$ cat src/hbsd_pkg.sv
// Shared types, constants and the FCS-16 byte update for the HDLC deframer.
// No dependencies; every other file of the block refers to it by scoped names.
`default_nettype none

package hbsd_pkg;

    localparam int RX_BUFFER_BYTES = 128;

    localparam logic [7:0]  FLAG_BYTE = 8'h7E;
    localparam logic [7:0]  ESC_BYTE  = 8'h7D;
    localparam logic [7:0]  ESC_XOR   = 8'h20;
    localparam logic [15:0] FCS_INIT  = 16'hFFFF;
    localparam logic [15:0] FCS_GOOD  = 16'hF0B8;
    localparam logic [15:0] FCS_POLY  = 16'h8408;

    typedef enum logic [1:0] {
        KIND_DATA  = 2'd0,
        KIND_GOOD  = 2'd1,
        KIND_BAD   = 2'd2,
        KIND_ABORT = 2'd3
    } kind_t;

    typedef struct packed {
        kind_t      kind;
        logic [7:0] data_byte;
        logic [7:0] frame_length;
    } res_t;

    function automatic logic [15:0] fcs_update(input logic [15:0] crc, input logic [7:0] b);
        logic [15:0] c;
        c = crc ^ {8'h00, b};
        for (int i = 0; i < 8; i++)
        begin
            if (c[0])
                c = (c >> 1) ^ FCS_POLY;
            else
                c = c >> 1;
        end
        return c;
    endfunction

endpackage

`default_nettype wire

$ cat src/hdlc_byte_stuffing_deframer.sv
// Top level of the HDLC byte-stuffing deframer with FCS-16 check.
// Instantiates hbsd_front, hbsd_queue and hbsd_back; uses hbsd_pkg.
//
// Input stream: one raw serial byte per item on s_tdata. Output stream: one
// result item per payload byte and one per frame end. m_tuser carries the
// kind (data, frame good, frame bad, overflow abort); m_tdata carries the
// unescaped data byte in bits 7:0 and the frame length in bits 15:8.
// Flags, escape bytes and the two trailing FCS bytes produce no data item.
// Throughput: one input item per cycle, sustained, while m_tready is high;
// the front updates escape, FCS-16 and hold combinationally for each byte.
// A result is pushed into the queue when its input item is accepted, then
// moves from the queue into the output register that drives m_tvalid.
// When the receiver stalls, the output register and the two-entry queue fill
// and s_tready drops; no item is lost. Reset clears the frame state and the
// queue, leaving the block idle as if a flag had just been seen.
`default_nettype none

module hdlc_byte_stuffing_deframer (
    input  wire logic        clk,
    input  wire logic        rst_n,
    input  wire logic        s_tvalid,
    output logic             s_tready,
    input  wire logic [7:0]  s_tdata,   // [7:0] rx_byte
    output logic             m_tvalid,
    input  wire logic        m_tready,
    output logic [15:0]      m_tdata,   // [7:0] data_byte, [15:8] frame_length
    output logic [1:0]       m_tuser    // [1:0] kind
);

    hbsd_pkg::res_t front_res;
    hbsd_pkg::res_t head_res;
    logic           front_valid;
    logic           q_full;
    logic           q_head_valid;
    logic           q_pop;

    assign s_tready = !q_full;

    hbsd_front u_front (
        .clk       (clk),
        .rst_n     (rst_n),
        .in_valid  (s_tvalid),
        .in_byte   (s_tdata),
        .in_take   (s_tready),
        .res       (front_res),
        .res_valid (front_valid)
    );

    hbsd_queue u_queue (
        .clk        (clk),
        .rst_n      (rst_n),
        .push       (front_valid),
        .push_res   (front_res),
        .full       (q_full),
        .pop        (q_pop),
        .head_res   (head_res),
        .head_valid (q_head_valid)
    );

    hbsd_back u_back (
        .clk        (clk),
        .rst_n      (rst_n),
        .head_res   (head_res),
        .head_valid (q_head_valid),
        .pop        (q_pop),
        .out_valid  (m_tvalid),
        .out_ready  (m_tready),
        .out_data   (m_tdata),
        .out_user   (m_tuser)
    );

endmodule

`default_nettype wire

$ cat src/hbsd_front.sv
// Front part of the deframer: accepts raw bytes, tracks flags and escapes,
// runs the FCS-16 and the two-byte hold, and emits classified result items.
// Depends on hbsd_pkg.
`default_nettype none

module hbsd_front (
    input  wire logic          clk,
    input  wire logic          rst_n,
    input  wire logic          in_valid,
    input  wire logic [7:0]    in_byte,
    input  wire logic          in_take,
    output hbsd_pkg::res_t     res,
    output logic               res_valid
);

    logic        receiving_reg, receiving_next;
    logic        last_flag_reg, last_flag_next;
    logic        esc_reg, esc_next;
    logic [15:0] crc_reg, crc_next;
    logic [7:0]  count_reg, count_next;
    logic [15:0] hold_reg, hold_next;
    logic [1:0]  hold_cnt_reg, hold_cnt_next;

    logic        accept;
    logic        is_flag;
    logic        start;
    logic        cont;
    logic        close;
    logic        store;
    logic [7:0]  ub;
    logic [15:0] base_crc;
    logic [7:0]  base_count;
    logic [1:0]  base_hold_cnt;
    logic [15:0] base_hold;
    logic        got;

    assign accept  = in_valid && in_take;
    assign is_flag = (in_byte == hbsd_pkg::FLAG_BYTE);
    assign start   = !receiving_reg && last_flag_reg && !is_flag;
    assign cont    = receiving_reg && !is_flag;
    assign close   = receiving_reg && is_flag;
    assign store   = (start || cont) && (in_byte != hbsd_pkg::ESC_BYTE);
    assign ub      = esc_reg ? (in_byte ^ hbsd_pkg::ESC_XOR) : in_byte;

    assign base_crc      = start ? hbsd_pkg::FCS_INIT : crc_reg;
    assign base_count    = start ? 8'd0 : count_reg;
    assign base_hold_cnt = start ? 2'd0 : hold_cnt_reg;
    assign base_hold     = start ? 16'h0000 : hold_reg;
    assign got           = store && (base_hold_cnt == 2'd2);

    always_comb
    begin
        receiving_next = receiving_reg;
        last_flag_next = last_flag_reg;
        esc_next       = esc_reg;
        crc_next       = crc_reg;
        count_next     = count_reg;
        hold_next      = hold_reg;
        hold_cnt_next  = hold_cnt_reg;
        res_valid      = 1'b0;
        res.kind         = hbsd_pkg::KIND_DATA;
        res.data_byte    = 8'h00;
        res.frame_length = 8'h00;

        if (accept)
        begin
            last_flag_next = is_flag;
            if (start || cont)
            begin
                receiving_next = 1'b1;
                crc_next       = base_crc;
                count_next     = base_count;
                hold_next      = base_hold;
                hold_cnt_next  = base_hold_cnt;
                if (!store)
                begin
                    esc_next = 1'b1;
                end
                else
                begin
                    esc_next      = 1'b0;
                    count_next    = base_count + 8'd1;
                    crc_next      = hbsd_pkg::fcs_update(base_crc, ub);
                    hold_next     = {base_hold[7:0], ub};
                    hold_cnt_next = (base_hold_cnt == 2'd2) ? 2'd2 : base_hold_cnt + 2'd1;
                end

                if (cont && (count_next >= 8'(hbsd_pkg::RX_BUFFER_BYTES)))
                begin
                    receiving_next = 1'b0;
                    count_next     = 8'd0;
                    hold_cnt_next  = 2'd0;
                    res_valid      = 1'b1;
                    res.kind       = hbsd_pkg::KIND_ABORT;
                end
                else if (got)
                begin
                    res_valid     = 1'b1;
                    res.kind      = hbsd_pkg::KIND_DATA;
                    res.data_byte = base_hold[15:8];
                end
            end
            else if (close)
            begin
                res_valid      = 1'b1;
                receiving_next = 1'b0;
                count_next     = 8'd0;
                hold_cnt_next  = 2'd0;
                if ((crc_reg == hbsd_pkg::FCS_GOOD) && (count_reg >= 8'd3))
                begin
                    res.kind         = hbsd_pkg::KIND_GOOD;
                    res.frame_length = count_reg - 8'd2;
                end
                else
                begin
                    res.kind = hbsd_pkg::KIND_BAD;
                end
            end
        end
    end

    always_ff @(posedge clk or negedge rst_n)
    begin
        if (!rst_n)
        begin
            receiving_reg <= 1'b0;
            last_flag_reg <= 1'b1;
            esc_reg       <= 1'b0;
            crc_reg       <= hbsd_pkg::FCS_INIT;
            count_reg     <= 8'd0;
            hold_reg      <= 16'h0000;
            hold_cnt_reg  <= 2'd0;
        end
        else
        begin
            receiving_reg <= receiving_next;
            last_flag_reg <= last_flag_next;
            esc_reg       <= esc_next;
            crc_reg       <= crc_next;
            count_reg     <= count_next;
            hold_reg      <= hold_next;
            hold_cnt_reg  <= hold_cnt_next;
        end
    end

endmodule

`default_nettype wire

$ cat src/hbsd_queue.sv
// Two-entry result queue between the front and back parts of the deframer.
// Depends on hbsd_pkg for the result item type.
`default_nettype none

module hbsd_queue (
    input  wire logic           clk,
    input  wire logic           rst_n,
    input  wire logic           push,
    input  var hbsd_pkg::res_t  push_res,
    output logic                full,
    input  wire logic           pop,
    output hbsd_pkg::res_t      head_res,
    output logic                head_valid
);

    hbsd_pkg::res_t slot_reg [2];
    logic           wr_ptr_reg, wr_ptr_next;
    logic           rd_ptr_reg, rd_ptr_next;
    logic [1:0]     fill_reg, fill_next;
    logic           do_push;
    logic           do_pop;

    assign full       = (fill_reg == 2'd2);
    assign head_valid = (fill_reg != 2'd0);
    assign head_res   = slot_reg[rd_ptr_reg];
    assign do_push    = push && !full;
    assign do_pop     = pop && head_valid;

    always_comb
    begin
        wr_ptr_next = do_push ? !wr_ptr_reg : wr_ptr_reg;
        rd_ptr_next = do_pop ? !rd_ptr_reg : rd_ptr_reg;
        fill_next   = fill_reg + {1'b0, do_push} - {1'b0, do_pop};
    end

    always_ff @(posedge clk)
    begin
        if (do_push)
            slot_reg[wr_ptr_reg] <= push_res;
    end

    always_ff @(posedge clk or negedge rst_n)
    begin
        if (!rst_n)
        begin
            wr_ptr_reg <= 1'b0;
            rd_ptr_reg <= 1'b0;
            fill_reg   <= 2'd0;
        end
        else
        begin
            wr_ptr_reg <= wr_ptr_next;
            rd_ptr_reg <= rd_ptr_next;
            fill_reg   <= fill_next;
        end
    end

endmodule

`default_nettype wire

$ cat src/hbsd_back.sv
// Back part of the deframer: pulls result items from the queue, packs them
// into the output stream format and holds them in the output register.
// Depends on hbsd_pkg.
`default_nettype none

module hbsd_back (
    input  wire logic          clk,
    input  wire logic          rst_n,
    input  var hbsd_pkg::res_t head_res,
    input  wire logic          head_valid,
    output logic               pop,
    output logic               out_valid,
    input  wire logic          out_ready,
    output logic [15:0]        out_data,
    output logic [1:0]         out_user
);

    logic        valid_reg, valid_next;
    logic [15:0] data_reg, data_next;
    logic [1:0]  user_reg, user_next;
    logic        load;

    assign load = head_valid && (!valid_reg || out_ready);
    assign pop  = load;

    always_comb
    begin
        valid_next = valid_reg;
        data_next  = data_reg;
        user_next  = user_reg;
        if (load)
        begin
            valid_next = 1'b1;
            data_next  = {head_res.frame_length, head_res.data_byte};
            user_next  = head_res.kind;
        end
        else if (out_ready)
        begin
            valid_next = 1'b0;
        end
    end

    always_ff @(posedge clk or negedge rst_n)
    begin
        if (!rst_n)
            valid_reg <= 1'b0;
        else
            valid_reg <= valid_next;
    end

    always_ff @(posedge clk)
    begin
        data_reg <= data_next;
        user_reg <= user_next;
    end

    assign out_valid = valid_reg;
    assign out_data  = data_reg;
    assign out_user  = user_reg;

endmodule

`default_nettype wire

$ cat config.mk
export PLATFORM = sky130hd
export DESIGN_NAME = hdlc_byte_stuffing_deframer
export DESIGN_NICKNAME = d
export VERILOG_FILES = /design/src/hbsd_pkg.sv /design/src/hdlc_byte_stuffing_deframer.sv /design/src/hbsd_front.sv /design/src/hbsd_queue.sv /design/src/hbsd_back.sv
export SDC_FILE = /design/constraint.sdc
export NUM_CORES = 1
export LEC_CHECK = 0
export BUFFER_PORTS_ARGS = -buffer_cell sky130_fd_sc_hd__buf_2
export CORE_ASPECT_RATIO = 1.1
export CORE_UTILIZATION = 38
export DETAILED_ROUTE_END_ITERATION = 12
export MAX_ROUTING_LAYER = met4
export PLACE_DENSITY_LB_ADDON = 0.3
export SLEW_MARGIN = 20
export SYNTH_ARGS = -nofsm -noshare
export SYNTH_HDL_FRONTEND = slang
export SYNTH_SLANG_ARGS = --single-unit
$ cat constraint.sdc
create_clock -name clk -period 6.7 [get_ports clk]
set_input_delay 0.335 -clock clk [delete_from_list [all_inputs] [get_ports clk]]
set_output_delay 0.335 -clock clk [all_outputs]
set_load 0.05 [all_outputs]
==> results of run 1 <==
cells in the final DEF, fill, tap and decap left out, drive strengths merged, types with 2 or more instances in the layout:
master / n
nor2: 56
edfxtp: 54
buf: 34
dfrtp: 33
xnor2: 31
nand2: 20
a21oi: 20
mux2: 18
a22o: 17
dfstp: 17
and2: 14
inv: 14
xor2: 13
clkbuf: 10
o21ai: 10
a31oi: 6
ha: 6
nand4: 5
nor3: 5
nand3: 4
and4b: 3
a21o: 3
o221ai: 3
nor4: 3
nor2b: 2
nor4b: 2
o22ai: 2
clkinvlp: 2
o211ai: 2
or3: 2
logic make-up after synthesis:
| kind of cell | after synthesis | synth area share [%] |
|---|---|---|
| AND/OR/NAND/NOR | 122 | 12.7 |
| XOR/XNOR | 44 | 7.98 |
| adder cells (fa/ha/maj) | 6 | 1.56 |
| AO/OA/AOI/OAI | 70 | 10.8 |
| buffers and inverters | 29 | 2.85 |
| multiplexers | 18 | 4.20 |
| flip-flops | 104 | 60.0 |
final cells by class:
class / count / share of cell area (%)
clock buffers: 10 / 4.40
clock inverters: 6 / 1.36
inverters: 11 / 0.761
multi-input cells: 260 / 33.3
flip-flops and latches: 104 / 53.3
well taps: 154 / 3.55
repair buffers: 34 / 3.27
worst paths after layout:
check,end,cells past startpoint,slack (ps)
min in group clk,u_back.out_valid,2,200
worst min register to register,u_front.hold_reg[13],1,490
worst min-delay path,u_front.count_reg[5],2,110
worst max-delay path,u_queue.slot_reg[1][12],11,3620
worst max register to register,u_queue.slot_reg[1][12],8,3710
max in group asynchronous,u_front.hold_reg[14],2,6150
power by group through the flow:
stage                     clock network, uW  logic [uW]  registers, uW
after global placement                    0         830           1040
final                                   547         840           1030
after detailed placement                  0         843           1040
after global routing                    585         925           1060
after floorplan                           0         538           1160
after CTS                               560         847           1030
metal layers:
layer / vias up / track usage (%)
met2: 61 / 24.3
li1: 1458 / -
met1: 1455 / 19.7
met4: 0 / 6.50
met3: 15 / 3.13
met5: - / -
metrics by stage:
| step | area [um^2] | std cells | hold slack, ps | setup slack (ps) |
|---|---|---|---|---|
| finish | 5430 | 579 | 110 | 3620 |
| global route | 5430 | 579 | 166 | 3370 |
| CTS | 5420 | 579 | 125 | 3600 |
| detailed placement | 5100 | 563 | 476 | 3240 |
| global placement | 5100 | 563 | 468 | 3360 |
| floorplan | 4830 | 393 | 39.4 | 3570 |
synth_stat cells (11+ instances only):
library cell	number	share of area, %
xnor2_1	31	5.6
xor2_1	13	2.4
a22o_1	17	3.1
inv_1	11	0.86
nor2_1	55	4.3
a21oi_1	19	2.0
mux2_2	18	4.2
dfrtp_1	33	17
dfstp_2	17	9.3
nand2_1	18	1.4
and2_1	14	1.8
edfxtp_1	54	34
==> impl_metrics.toml, run 1 <==
[global_route]
track_usage_pct = 15.6
grt_pass1_vias = 2923
overflow = 0
grt_pass1_wl_mm = 14.9
grt_max_degree = 51
antenna_found_initial = 0

[sta]
clock.fmax_mhz = 324
maxSlewHeadroom_pct = 35.0
fin_setup_tns_ps = 0
post-route-period-util_pct = 46.0
finalCriticalPeriod_ps = 3080
finalHoldViolations = 0
rsz0062_at_grt = "false"
worst_slew_pin_slew_ps = 969
setup_viol = 0
final_max_slew_viol_count = 0
clock-skew-final_ps = 6.27

[floorplanning]
core_area_mm2 = 0.0122
io_pins = 32
die_w_um = 109
dieArea_mm2 = 0.0132
rows = 42
chipHeight_um = 120
start_util_pct = 39.6

[finish]
seq_area_mm2 = 0.00289
drive_gt1_share_pct = 23.3
area_delta_synth_final_pct = 12.4
multiInputGateArea_mm2 = 0.00181
diodes = 0
fillers = 1140
final_nets = 438
fin_util_pct = 44.5
largest_reg_flops = 36

[critical_path]
cp-end-kind = "register"
cp_max_fo = 18
path_class = "input pin to register"
worstPathCellList = "buf_2 > and4b_1 > nand2_1 > nand2_1 > nand2_1 > inv_1 > ha_1 > a211o_1 > o31ai_1 > a21oi_1 > and2_1"
critPathLaunchType = "input pin"
crit_top_cell = "nand2_1"
crit-reg2reg-launch = "u_front.last_flag_reg"
cp_slowest_stage_delay_ps = 730
slowest_stage = "and2_1"
crit_path_start = "s_tdata[3]"
arrival_ps = 3060
required_ps = 6670
critical-path-top-delay-family = "simple AND/OR/NAND/NOR gates"
crit_buf_inv = 2

[clock_network]
clock_latency_ps = 340
cts_buffers = 9
cts-root-buf = "clkbuf_16"
cts_max_path_buffers = 2
cts_sinks = 104
tritoncts = "done"
cts_max_level = 3
cts_resized = 0
path_clk_slew_ps = 70
postCtsHoldBufs = 0
cts_setup_buffers = 0

[synth]
yosys_warnings = 0
syn_area_per_cell_um2 = 12.3
synth_flop_cell = "edfxtp_1"
ys_ff_latch = 104
synth_cell_types = 51
synth_nets = 411
seq_area_frac_synth_pct = 60.0
synthCells = 393
syn_area_mm2 = 0.00483
synth-edff-count = 54
async_flop_share_pct = 48.1

[routing]
met1_length_mm = 4.23
final_antenna_net_count = 0
wl_mm = 8.96
wl_met2_mm = 4.26
viasPerCell = 5.16
wl_per_cell_um = 15.5
maxUsedRoutingLayer = "met4"
drc = 0
vias = 2989
drtPass1Iterations = 4
drt_iter0_markers = 173
wl_met3_um = 301

[power]
switching_share_pct = 37.0
seqPwrFrac_pct = 42.6
internal_power_uw = 1520
switchingPower_uw = 893
p_comb_share_pct = 34.8
total_power_uw = 2410
p_leak_uw = 0.00207
irDropWorstVdd_mv = 0.266
power_density_mw_per_mm2 = 445
clkPwrFrac_pct = 22.6

[min_path]
hold_path.class = "input pin to async pin"

[placement]
gp_congestion = 0.828
port_buffers = 31
dpl.hpwl_mm = 6.18

[run]
maxCapViolations = 0

[run_status]
outcome = "completed"
No activity file was read; power rests on OpenSTA's default activity.
==> run 2, diff against run 1 <==
- clock period: 6.7 -> 2.6 ns (I/O delays scaled with it)
==> impl_metrics.toml, run 2 (synthesis gave the netlist of run 1 again) <==
[critical_path]
slowest_stage = "dfstp_2"
crit_buf_inv = 2
cp_slowest_stage_delay_ps = 550
path_class = "register to register"
required_ps = 2700
critPathLaunchType = "register"
crit-reg2reg-launch = "u_front.last_flag_reg"
crit_path_start = "u_front.last_flag_reg"
cp_max_fo = 18
rrSetupSlack_ps = 180
critical-path-top-delay-family = "simple AND/OR/NAND/NOR gates"
reg2reg_to = "u_queue.slot_reg[1][7]"
arrival_ps = 2520
crit_top_cell = "nand2_1"
worstPathCellList = "nor2b_1 > nand2_1 > nand2_1 > inv_1 > ha_1 > o31ai_1 > a21oi_2 > and2_1 > buf_12"
rr_worst_depth = 9
cp-end-kind = "register"

[sta]
setup_ws_ps = 176
clock-skew-final_ps = 8.82
setup_viol = 0
worst_slew_pin_slew_ps = 933
maxSlewHeadroom_pct = 37.4
clock.fmax_mhz = 413
finalCriticalPeriod_ps = 2420
final_max_slew_viol_count = 0
finalHoldViolations = 0
post-route-period-util_pct = 93.2

[min_path]
hold_path.class = "input pin to register"
min_to = "u_front.hold_reg[7]"
hold_start = "s_tdata[7]"
holdPathStages = 2

[finish]
fillers = 1103
layout_common_cells = "nor2_1, edfxtp_1, dfrtp_1"
diodes = 0
largest_reg_flops = 36
area_delta_synth_final_pct = 15.2
layout_commonest_cell = "nor2_1"
drive_gt1_share_pct = 26.2
final_nets = 455

[routing]
wl_mm = 9.09
final_antenna_net_count = 0
maxUsedRoutingLayer = "met4"
drt_iter0_markers = 142
met1_length_mm = 4.07
viasPerCell = 5.13
drtPass1Iterations = 4
drc = 0
wl_met2_mm = 4.61
wl_per_cell_um = 15.2
vias = 3056
wl_met3_um = 268

[power]
switching_share_pct = 37.2
total_power_uw = 6190
irDropWorstVdd_mv = 0.542
p_leak_uw = 0.00215
power_density_mw_per_mm2 = 1110
switchingPower_uw = 2300
internal_power_uw = 3880
clkPwrFrac_pct = 21.0
seqPwrFrac_pct = 42.2
p_comb_share_pct = 36.7

[placement]
dpl.hpwl_mm = 6.39
gp_congestion = 0.791
port_buffers = 31
dp_slack_ps = 176

[global_route]
grt_pass1_vias = 3132
grt_pass1_wl_mm = 15.6
track_usage_pct = 16.0
antenna_found_initial = 0
grt_max_degree = 37
overflow = 0

[floorplanning]
rows = 42
die_w_um = 109
io_pins = 32
core_area_mm2 = 0.0122
dieArea_mm2 = 0.0132
start_util_pct = 39.6
chipHeight_um = 120

[clock_network]
path_clk_slew_ps = 70
clock_latency_ps = 340
cts-root-buf = "clkbuf_16"
cts_sinks = 104
cts_max_level = 3
cts_setup_buffers = 0
cts_max_path_buffers = 2
tritoncts = "done"
cts_buffers = 9

[run_status]
outcome = "completed"

[run]
maxCapViolations = 0
==> run 2: repair_timing <==
item | CTS | global route
setup endpoints to repair | 0 | 37
endpoints found under the hold margin | 34 | 0
hold buffers | 2 | 0
gates resized for setup | 0 | 1
==> run 2: stage by stage <==
| stage | TNS [ps] | hold WS, ps | cells | cell area [um^2] | util (%) |
|---|---|---|---|---|---|
| 5_1_grt | -1270 | 55.7 | 596 | 5560 | 45.6 |
| 2_1_floorplan | 0 | -166 | 393 | 4830 | - |
| 6_report | 0 | 47.9 | 596 | 5560 | 45.6 |
| 3_5_place_dp | 0 | 294 | 578 | 5250 | 43.1 |
| 3_3_place_gp | 0 | 278 | 578 | 5250 | 43.1 |
| 4_1_cts | 0 | 32.2 | 596 | 5560 | 45.6 |
==> run 2: area by class of cell <==
| type | instances | area [um^2] | area share (%) |
|---|---|---|---|
| clock inverter | 6 | 47.5 | 0.855 |
| clock buffer | 10 | 239 | 4.30 |
| sequential | 104 | 2890 | 52.0 |
| timing repair buffer | 51 | 335 | 6.03 |
| inverter | 11 | 41.3 | 0.743 |
| tap | 154 | 193 | 3.47 |
| multi-input combinational | 260 | 1810 | 32.6 |
==> run 2: power by group through the flow <==
stage                     Sequential [uW]  Combinational (uW)  Clock (uW)
final                                2610                2270        1300
after global routing                 2680                2500        1410
after CTS                            2620                2290        1330
after detailed placement             2650                2270           0
after global placement               2630                2240           0
after floorplan                      2990                1390           0
==> run 2: per-layer routing <==
layer / global-route usage, % / up-vias
met3: 3.72 / 11
met2: 26.3 / 58
met4: 5.17 / 0
met1: 19.4 / 1500
li1: - / 1487
met5: - / -
==> run 2: worst max-delay path by stage <==
stage                             endpoint  slack, ps  cells after the start
floorplan              u_queue.fill_reg[1]         20                      6
global placement    u_queue.slot_reg[0][2]        240                      9
CTS                 u_queue.slot_reg[0][3]        120                      9
global route        u_queue.slot_reg[1][7]        -60                      9
finish              u_queue.slot_reg[1][7]        180                      9
detailed placement  u_queue.slot_reg[0][6]        180                      9
==> run 3, diff against run 2 <==
--- a/config.mk
+++ b/config.mk
@@ -7,5 +7,4 @@
 export LEC_CHECK = 0
 export BUFFER_PORTS_ARGS = -buffer_cell sky130_fd_sc_hd__buf_2
-export CORE_ASPECT_RATIO = 1.1
 export CORE_UTILIZATION = 38
 export DETAILED_ROUTE_END_ITERATION = 12
==> constraint.sdc (replaced) <==
create_clock -name clk -period 2.6 [get_ports clk]
set_input_delay 0.13 -clock clk [delete_from_list [all_inputs] [get_ports clk]]
set_output_delay 0.13 -clock clk [all_outputs]
set_load 0.005 [all_outputs]
==> impl_metrics.toml, run 3 (synthesis gave the netlist of run 1 again) <==
[global_route]
track_usage_pct = 16.0
grt_pass1_vias = 3019
grt_pass1_wl_mm = 15.3
overflow = 0
grt_max_degree = 36
antenna_found_initial = 0

[power]
total_power_uw = 5710
p_leak_uw = 0.00215
irDropWorstVdd_mv = 0.475
power_density_mw_per_mm2 = 1020

[placement]
port_buffers = 31
placed_area_mm2 = 0.00525
gp_congestion = 0.841
dpl.hpwl_mm = 6.26

[finish]
diodes = 0
finalInstanceArea_mm2 = 0.00558
layout_commonest_cell = "nor2_1"
fillers = 1129
largest_reg_flops = 36
final_nets = 453
drive_gt1_share_pct = 25.9
area_delta_synth_final_pct = 15.7
layout_common_cells = "nor2_1, edfxtp_1, dfrtp_1"

[clock_network]
cts_sinks = 104
tritoncts = "done"
cts_max_level = 3
cts-root-buf = "clkbuf_16"
clock_latency_ps = 360
cts_setup_buffers = 0
cts_max_path_buffers = 2
cts_buffers = 9
path_clk_slew_ps = 80

[sta]
clock.fmax_mhz = 421
finalHoldViolations = 0
setup_viol = 0
finalCriticalPeriod_ps = 2380
final_max_slew_viol_count = 0
rsz0062_at_grt = "false"
post-route-period-util_pct = 91.4
maxSlewHeadroom_pct = 33.1
clock-skew-final_ps = 7.89
fin_setup_tns_ps = 0
worst_slew_pin_slew_ps = 998

[critical_path]
crit_buf_inv = 1
critical-path-top-delay-family = "flip-flops"
worstPathCellList = "nor2b_1 > nand2_1 > nand2_1 > inv_1 > ha_1 > a211o_1 > o31ai_1 > a21oi_2 > ha_1 > xnor2_1 > xnor2_1"
critPathLaunchType = "register"
path_class = "register to register"
slowest_stage = "dfstp_2"
cp_max_fo = 4
cp_slowest_stage_delay_ps = 560
arrival_ps = 2660
required_ps = 2880
cp-end-kind = "register"

[routing]
drtPass1Iterations = 5
drt_iter0_markers = 208
final_antenna_net_count = 0
drc = 0
wl_mm = 9.02
wl_per_cell_um = 14.8
vias = 3022
viasPerCell = 4.97

[floorplanning]
dieArea_mm2 = 0.0132
start_util_pct = 39.5
core_area_mm2 = 0.0122
io_pins = 32
chipHeight_um = 115
rows = 40
die_w_um = 115

[run]
maxCapViolations = 0

[min_path]
hold_path.class = "input pin to register"

[run_status]
outcome = "completed"
## run 3: repair_timing
item                                    4_1_cts  5_1_grt
endpoints found under the setup margin        0       37
hold endpoints to repair                     34        0
gates resized for setup                       0        1
hold buffers                                  2        0
## run 3: area by class of cell
| class | count | area [um^2] | area share (%) |
|---|---|---|---|
| flip-flops and latches | 104 | 2890 | 51.8 |
| multi-input cells | 260 | 1810 | 32.4 |
| inverters | 11 | 41.3 | 0.740 |
| well taps | 168 | 210 | 3.77 |
| repair buffers | 49 | 320 | 5.74 |
| clock buffers | 9 | 225 | 4.03 |
| clock inverters | 7 | 81.3 | 1.46 |
## run 3: report_power, final
part / leakage (uW) / switching [uW] / internal [uW]
logic: 0.000899 / 853 / 882
registers: 0.00110 / 337 / 2290
clock network: 0.000149 / 672 / 684
total: 0.00215 / 1860 / 3850
## run 3: path summary, 6_finish.rpt
check,start,endpoint,slack [ps],cells past startpoint
setup reg to reg,u_front.last_flag_reg,u_queue.fill_reg[1],220,11
hold reg to reg,u_front.last_flag_reg,u_front.last_flag_reg,500,2
hold / removal,s_tdata[7],u_front.hold_reg[7],40,2
setup / recovery,u_front.last_flag_reg,u_queue.fill_reg[1],220,11
min in group asynchronous,rst_n,u_front.count_reg[2],420,2
max in group asynchronous,rst_n,u_front.crc_reg[12],1370,3
## run 3: metrics by stage
step	hold WS, ps	std cells	utilization, %	setup slack, ps
2_1_floorplan	-166	393	-	39.7
3_3_place_gp	284	590	43.0	210
3_5_place_dp	294	590	43.0	155
4_1_cts	29.1	608	45.7	143
5_1_grt	27.8	608	45.7	15.8
6_report	37.3	608	45.7	222
## run 3: worst register-to-register path: stages, from the launching register on
cell and delay, ps:
dfstp_2 560, nor2b_1 180, nand2_1 160, nand2_1 130
inv_1 50, ha_1 200, a211o_1 260, o31ai_1 90
a21oi_2 140, ha_1 230, xnor2_1 180, xnor2_1 140
## run 3: routing by layer
layer	GRT usage, %	vias to the layer above	routed length (um)
li1	-	1486	-
met1	20.1	1461	4310
met2	23.8	65	4240
met3	5.61	10	366
met4	5.63	0	104
met5	-	-	0
